`src/rtl/assert_macros.svh`:
```
// ---------------------------------------------------------------------------
// Assertion helper macros used by csv_stream_tokenizer_unit.
// ---------------------------------------------------------------------------
`ifndef ASSERT_MACROS_SVH
`define ASSERT_MACROS_SVH

// Property that must hold at every clock edge outside reset.
`define ASSERT_ALWAYS(label, clk, rst_n, expr, msg) \
    label: assert property (@(posedge clk) disable iff (!rst_n) (expr)) else $error(msg);

// Antecedent in one cycle implies consequent in the next.
`define ASSERT_NEXT(label, clk, rst_n, ante, cons, msg) \
    label: assert property (@(posedge clk) disable iff (!rst_n) (ante) |=> (cons)) \
        else $error(msg);

`endif

```
`src/rtl/csvtok_pkg.sv`:
```
// ---------------------------------------------------------------------------
// csvtok_pkg
// Types and character codes for the CSV stream tokenizer.
// ---------------------------------------------------------------------------
`default_nettype none

package csvtok_pkg;

    // Character codes
    localparam logic [7:0] CH_QUOTE = 8'h22;
    localparam logic [7:0] CH_COMMA = 8'h2C;
    localparam logic [7:0] CH_LF    = 8'h0A;
    localparam logic [7:0] CH_CR    = 8'h0D;

    // Token kinds
    typedef enum logic [1:0] {
        KIND_DATA  = 2'd0,
        KIND_FIELD = 2'd1,
        KIND_ROW   = 2'd2
    } kind_t;

    // Parser flags
    typedef struct packed {
        logic quoted_mode;
        logic quote_pending;
        logic cr_pending;
        logic field_has_data;
        logic row_has_field;
    } parse_state_t;

    // One output token
    typedef struct packed {
        logic       emit;
        logic [7:0] data;
        kind_t      kind;
    } token_t;

endpackage

`default_nettype wire

```
`src/rtl/csvtok_decode.sv`:
```
// ---------------------------------------------------------------------------
// csvtok_decode
// Combinational step: classifies one byte, or the end of input, against the
// parser flags and produces the next flags and at most one token.
// ---------------------------------------------------------------------------
`default_nettype none

module csvtok_decode (
    input  wire logic                      [7:0] in_byte,
    input  wire logic                            end_of_input,
    input  wire csvtok_pkg::parse_state_t        state,
    output csvtok_pkg::parse_state_t             state_next,
    output csvtok_pkg::token_t                   token
);

    logic quoted;
    logic skip_lf;

    always_comb
    begin
        state_next = state;
        token      = '{emit: 1'b0, data: 8'h00, kind: csvtok_pkg::KIND_DATA};
        quoted     = state.quoted_mode;
        skip_lf    = 1'b0;

        if (end_of_input)
        begin
            // flush a final row only if it carries something
            state_next = '0;
            token.emit = state.field_has_data | state.row_has_field;
            token.kind = csvtok_pkg::KIND_ROW;
        end
        else
        begin
            // LF right after a row-ending CR is dropped
            state_next.cr_pending = 1'b0;
            skip_lf = state.cr_pending && (in_byte == csvtok_pkg::CH_LF);

            if (!skip_lf)
            begin
                state_next.quote_pending = 1'b0;
                if (state.quote_pending && (in_byte == csvtok_pkg::CH_QUOTE))
                begin
                    // doubled quote inside quotes: literal quote
                    state_next.field_has_data = 1'b1;
                    token.emit = 1'b1;
                    token.data = csvtok_pkg::CH_QUOTE;
                end
                else
                begin
                    // any other byte after a held quote closes the quotes
                    if (state.quote_pending)
                        quoted = 1'b0;

                    if (in_byte == csvtok_pkg::CH_QUOTE)
                    begin
                        if (quoted)
                            state_next.quote_pending = 1'b1;
                        else
                            quoted = 1'b1;
                    end
                    else if (!quoted && (in_byte == csvtok_pkg::CH_COMMA))
                    begin
                        state_next.field_has_data = 1'b0;
                        state_next.row_has_field  = 1'b1;
                        token.emit = 1'b1;
                        token.kind = csvtok_pkg::KIND_FIELD;
                    end
                    else if (!quoted && ((in_byte == csvtok_pkg::CH_CR) ||
                                         (in_byte == csvtok_pkg::CH_LF)))
                    begin
                        state_next.field_has_data = 1'b0;
                        state_next.row_has_field  = 1'b0;
                        state_next.cr_pending     = (in_byte == csvtok_pkg::CH_CR);
                        token.emit = 1'b1;
                        token.kind = csvtok_pkg::KIND_ROW;
                    end
                    else
                    begin
                        state_next.field_has_data = 1'b1;
                        token.emit = 1'b1;
                        token.data = in_byte;
                    end
                    state_next.quoted_mode = quoted;
                end
            end
        end
    end

endmodule

`default_nettype wire

```
`src/rtl/csv_stream_tokenizer_unit.sv`:
```
// A byte reaches the output port via the input register, then the output register.
// Throughput: one byte per cycle unless the token output stalls; an input register
//   and an output register let a new byte enter while the previous token waits to be taken.
// A byte that yields no token (opening quote, swallowed LF) still takes its slot.
// Reset (rst_n low, asynchronous): parser flags cleared, both stages empty.
// ---------------------------------------------------------------------------
// csv_stream_tokenizer_unit
// Streaming CSV tokenizer: bytes in, data / field-end / row-end tokens out.
// ---------------------------------------------------------------------------
`default_nettype none
`include "assert_macros.svh"

module csv_stream_tokenizer_unit (
    input  wire logic       clk,
    input  wire logic       rst_n,
    // input stream
    input  wire logic       s_tvalid,
    output logic            s_tready,
    input  wire logic [7:0] s_tdata,   // [7:0] in_byte
    input  wire logic       s_tlast,   // end_of_input
    // token stream
    output logic            m_tvalid,
    input  wire logic       m_tready,
    output logic [7:0]      m_tdata,   // [7:0] out_byte
    output logic [1:0]      m_tuser    // [1:0] out_kind
);

    logic                     in_valid_reg;
    logic [7:0]               in_byte_reg;
    logic                     in_end_reg;
    csvtok_pkg::parse_state_t state_reg;
    csvtok_pkg::parse_state_t state_next;
    csvtok_pkg::token_t       token;
    logic                     out_valid_reg;
    logic [7:0]               out_byte_reg;
    csvtok_pkg::kind_t        out_kind_reg;
    logic                     out_free;
    logic                     advance;

    // output slot can take a token this cycle
    assign out_free = !out_valid_reg || m_tready;
    assign advance  = in_valid_reg && out_free;
    assign s_tready = !in_valid_reg || out_free;

    // input register
    always_ff @(posedge clk or negedge rst_n)
    begin
        if (!rst_n)
            in_valid_reg <= 1'b0;
        else if (s_tready)
            in_valid_reg <= s_tvalid;
    end

    always_ff @(posedge clk)
    begin
        if (s_tready && s_tvalid)
        begin
            in_byte_reg <= s_tdata;
            in_end_reg  <= s_tlast;
        end
    end

    // byte decode
    csvtok_decode u_decode (
        .in_byte      (in_byte_reg),
        .end_of_input (in_end_reg),
        .state        (state_reg),
        .state_next   (state_next),
        .token        (token)
    );

    // parser flags
    always_ff @(posedge clk or negedge rst_n)
    begin
        if (!rst_n)
            state_reg <= '0;
        else if (advance)
            state_reg <= state_next;
    end

    // output register
    always_ff @(posedge clk or negedge rst_n)
    begin
        if (!rst_n)
            out_valid_reg <= 1'b0;
        else if (out_free)
            out_valid_reg <= advance && token.emit;
    end

    always_ff @(posedge clk)
    begin
        if (advance && token.emit)
        begin
            out_byte_reg <= token.data;
            out_kind_reg <= token.kind;
        end
    end

    assign m_tvalid = out_valid_reg;
    assign m_tdata  = out_byte_reg;
    assign m_tuser  = out_kind_reg;

    // checks
    `ASSERT_ALWAYS(a_pending_in_quotes, clk, rst_n,
        !state_reg.quote_pending || state_reg.quoted_mode,
        "held quote outside quoted mode")
    `ASSERT_ALWAYS(a_cr_outside_quotes, clk, rst_n,
        !state_reg.cr_pending || !state_reg.quoted_mode,
        "CR pending while in quoted mode")
    `ASSERT_ALWAYS(a_token_byte_zero, clk, rst_n,
        !out_valid_reg || (out_kind_reg == csvtok_pkg::KIND_DATA) || (out_byte_reg == 8'h00),
        "non-data token carries a byte")
    `ASSERT_NEXT(a_stage_held, clk, rst_n,
        in_valid_reg && !out_free,
        in_valid_reg && $stable(in_byte_reg) && $stable(state_reg),
        "input stage lost while output stalled")

endmodule

`default_nettype wire
```
`config.mk`:
```
export PLATFORM = sky130hd
export DESIGN_NAME = csv_stream_tokenizer_unit
export DESIGN_NICKNAME = d
export VERILOG_FILES = /design/src/rtl/csvtok_pkg.sv /design/src/rtl/csvtok_decode.sv /design/src/rtl/csv_stream_tokenizer_unit.sv
export VERILOG_INCLUDE_DIRS = /design/src /design/src/rtl
export SDC_FILE = /design/constraint.sdc
export NUM_CORES = 1
export LEC_CHECK = 0
export CAP_MARGIN = 15
export CORE_UTILIZATION = 60
export CTS_CLUSTER_DIAMETER = 80
export CTS_CLUSTER_SIZE = 28
export DETAILED_ROUTE_END_ITERATION = 6
export DONT_BUFFER_PORTS = 1
export PLACE_DENSITY = 0.76
export SYNTH_ARGS = -nofsm -noshare
export SYNTH_HDL_FRONTEND = slang
export SYNTH_SLANG_ARGS = --single-unit
```
`constraint.sdc`:
```
create_clock -name clk -period 2.55 [get_ports clk]
set_clock_uncertainty 0.05 [all_clocks]
set_input_delay 0.51 -clock clk [delete_from_list [all_inputs] [get_ports clk]]
set_output_delay 0.51 -clock clk [all_outputs]
set_load 0.005 [all_outputs]
```
==> reports/metrics.yaml <==
status: "finished clean"
yosysWarnings: 0
synth_area_sq_um: 1190
routed_via_density: 6.15
drt_wl_total_mm: 1.89
synth_cells: 91
grt_pass1_vias: 665
stdcell_count: 120
path_clk_slew_ns: 0.12
drtIter0Drc: 19
avgSynthCellArea_sq_um: 13.1
floorplan.initialDensity: 0.667
clk_path_buf_depth: 2
finalCritPeriodShare: 0.763
detail-route-antenna-nets: 0
clk_latency_ns: 0.31
grt_use_total: 0.206
die_y_um: 46.5
place_congestion: 0.882
grt_pass1_wl_mm: 3.01
ctsHoldBuffers: 1
hold_violations: 0
grt_max_degree: 15
max-vdd-ir-drop_mv: 0.566
antenna_cells: 0
grt_setup_unrepaired: "false"
synthFlopType: "edfxtp_1"
ys_async_sr_fraction: 0.269
powerDensity_nw_per_um2: 698
synth_nets: 104
synthToLayoutAreaGrowth_pct: 4.95
core_region_area_sq_um: 1780
critPathMaxFanout: 10
finalNetCount: 109
row_count: 15
cts_setup_buffers: 0
setup_violations: 0
cp-end-kind: "flop"
startpoint_type: "flop"
fmax_ghz: 0.514
vias: 738
p_total_w: 0.000871
worst_pin_slew_ns: 0.382
min_path_type: "in -> reg"
cts_buffers: 3
num-fill-cells: 132
path_class: "reg -> reg"
synth_edf_count: 19
cts_tree: "yes"
grt-ovfl-total: 0
die_w_um: 46.5
ys_types: 38
cp.required_ns: 2.53
maxCapViolations: 0
port_buffers: 0
io_pins: 25
ys_ff_latch: 26
fin_tns_setup_ns: 0
root_buffer: "clkbuf_4"
layout-drive-gt1-share: 0.126
clock_sinks: 26
drv_slew: 0
h-tree-depth: 1
routedWlPerCell_um: 15.8
dp_hpwl_mm: 1.43
ys_seq_area_frac: 0.627
dp_cells: 115
dr.pass1.iters: 3
fin_crit_ns: 1.95
cp.arrival_ns: 1.92
antenna_found_initial: 0
cts.repair.resized: 0
p_leak_nw: 0.459
slew-limit-headroom: 0.744
drc: 0
die-area_sq_um: 2160
[through the flow]
stage,worst slack [ns],area [sq um],utilization,hold slack (ns)
after detailed placement,0.631,1210,0.679,0.165
after global routing,0.448,1250,0.700,0.217
after global placement,0.695,1210,0.679,0.165
final,0.604,1250,0.700,0.242
after floorplan,0.220,1190,-,0.164
after CTS,0.611,1250,0.700,0.239
[layer usage]
| metal | GRT usage | vias up | part of all wire | routed length (um) |
|---|---|---|---|---|
| met5 | 0 | - | 0 | 0 |
| met4 | 0.100 | 0 | 0.032 | 61 |
| met3 | 0.0510 | 8 | 0.033 | 62 |
| met2 | 0.297 | 27 | 0.48 | 900 |
| met1 | 0.285 | 350 | 0.46 | 865 |
| li1 | - | 353 | - | - |
[layout make-up]
class                      count  area [sq um]  area share
multi-input combinational     59           412       0.330
clock inverter                 1          3.75     0.00301
sequential                    26           746       0.598
tap                           25          31.3      0.0251
timing repair buffer           2          17.5      0.0140
inverter                       4          15.0      0.0120
clock buffer                   3          22.5      0.0181
[worst max-delay path: stages, from the launching register on]
cell      delay (ns)
edfxtp_1        0.52
and3b_1         0.26
o211ai_1        0.33
nor2_1          0.10
nor3b_1         0.19
buf_4           0.22
[logic make-up (layout without fill, tap and decap cells)]
group | count (synthesis) | after routing | share of synthesized area
and+or+nand+nor | 39 | 39 | 0.219
DFF | 26 | 26 | 0.627
AOI/OAI and AO/OA | 19 | 19 | 0.120
buffers and inverters | 6 | 10 | 0.0263
xor gates and xnor gates | 1 | 1 | 0.00737
[cells in the final DEF (no fill, tap or decap), types with 2 or more instances in the layout]
cell	count
inv_1	4
dfrtp_1	7
and2_1	3
nor2_1	3
or2b_2	2
nor4_1	3
a22o_1	2
nor2b_1	5
and3_1	4
edfxtp_1	19
nand2_1	5
o21ai_0	4
nor3b_1	2
o41ai_1	2
nand2b_1	3
clkbuf_4	3
[where the power goes]
| part | internal (W) | total (W) | switching [W] |
|---|---|---|---|
| clock | 0.0000571 | 0.000166 | 0.000109 |
| sequential | 0.000526 | 0.000571 | 0.0000454 |
| combinational | 0.0000600 | 0.000133 | 0.0000732 |
[path summary, 6_finish.rpt]
path / start / endpoint / depth (start not counted) / slack (ns)
setup / recovery: in_byte_reg[3]$_DFFE_PP_ / m_tdata[7]$_SDFFCE_PP0P_ / 5 / 0.60
hold / removal: s_tdata[5] / in_byte_reg[5]$_DFFE_PP_ / 0 / 0.24
setup reg to reg: in_byte_reg[3]$_DFFE_PP_ / m_tdata[7]$_SDFFCE_PP0P_ / 5 / 0.60
hold reg to reg: state_reg[1]$_DFFE_PN0P_ / state_reg[1]$_DFFE_PN0P_ / 1 / 0.47
max in group asynchronous: rst_n / state_reg[0]$_DFFE_PN0P_ / 1 / 1.73
min in group asynchronous: rst_n / state_reg[4]$_DFFE_PN0P_ / 1 / 0.47
[Yosys cell counts, drive strengths merged, types with 3 or more instances]
cell type  count  area (sq um)
edfxtp        19           571
dfrtp          7           175
nand2          5          18.8
nor2b          5          31.3
o21ai          5          25.0
and2           4          26.3
and3           4          25.0
inv            4          15.0
nand2b         3          18.8
nor2           3          11.3
nor3b          3          27.5
nor4           3          18.8
Power figures use the tool's default switching activity.
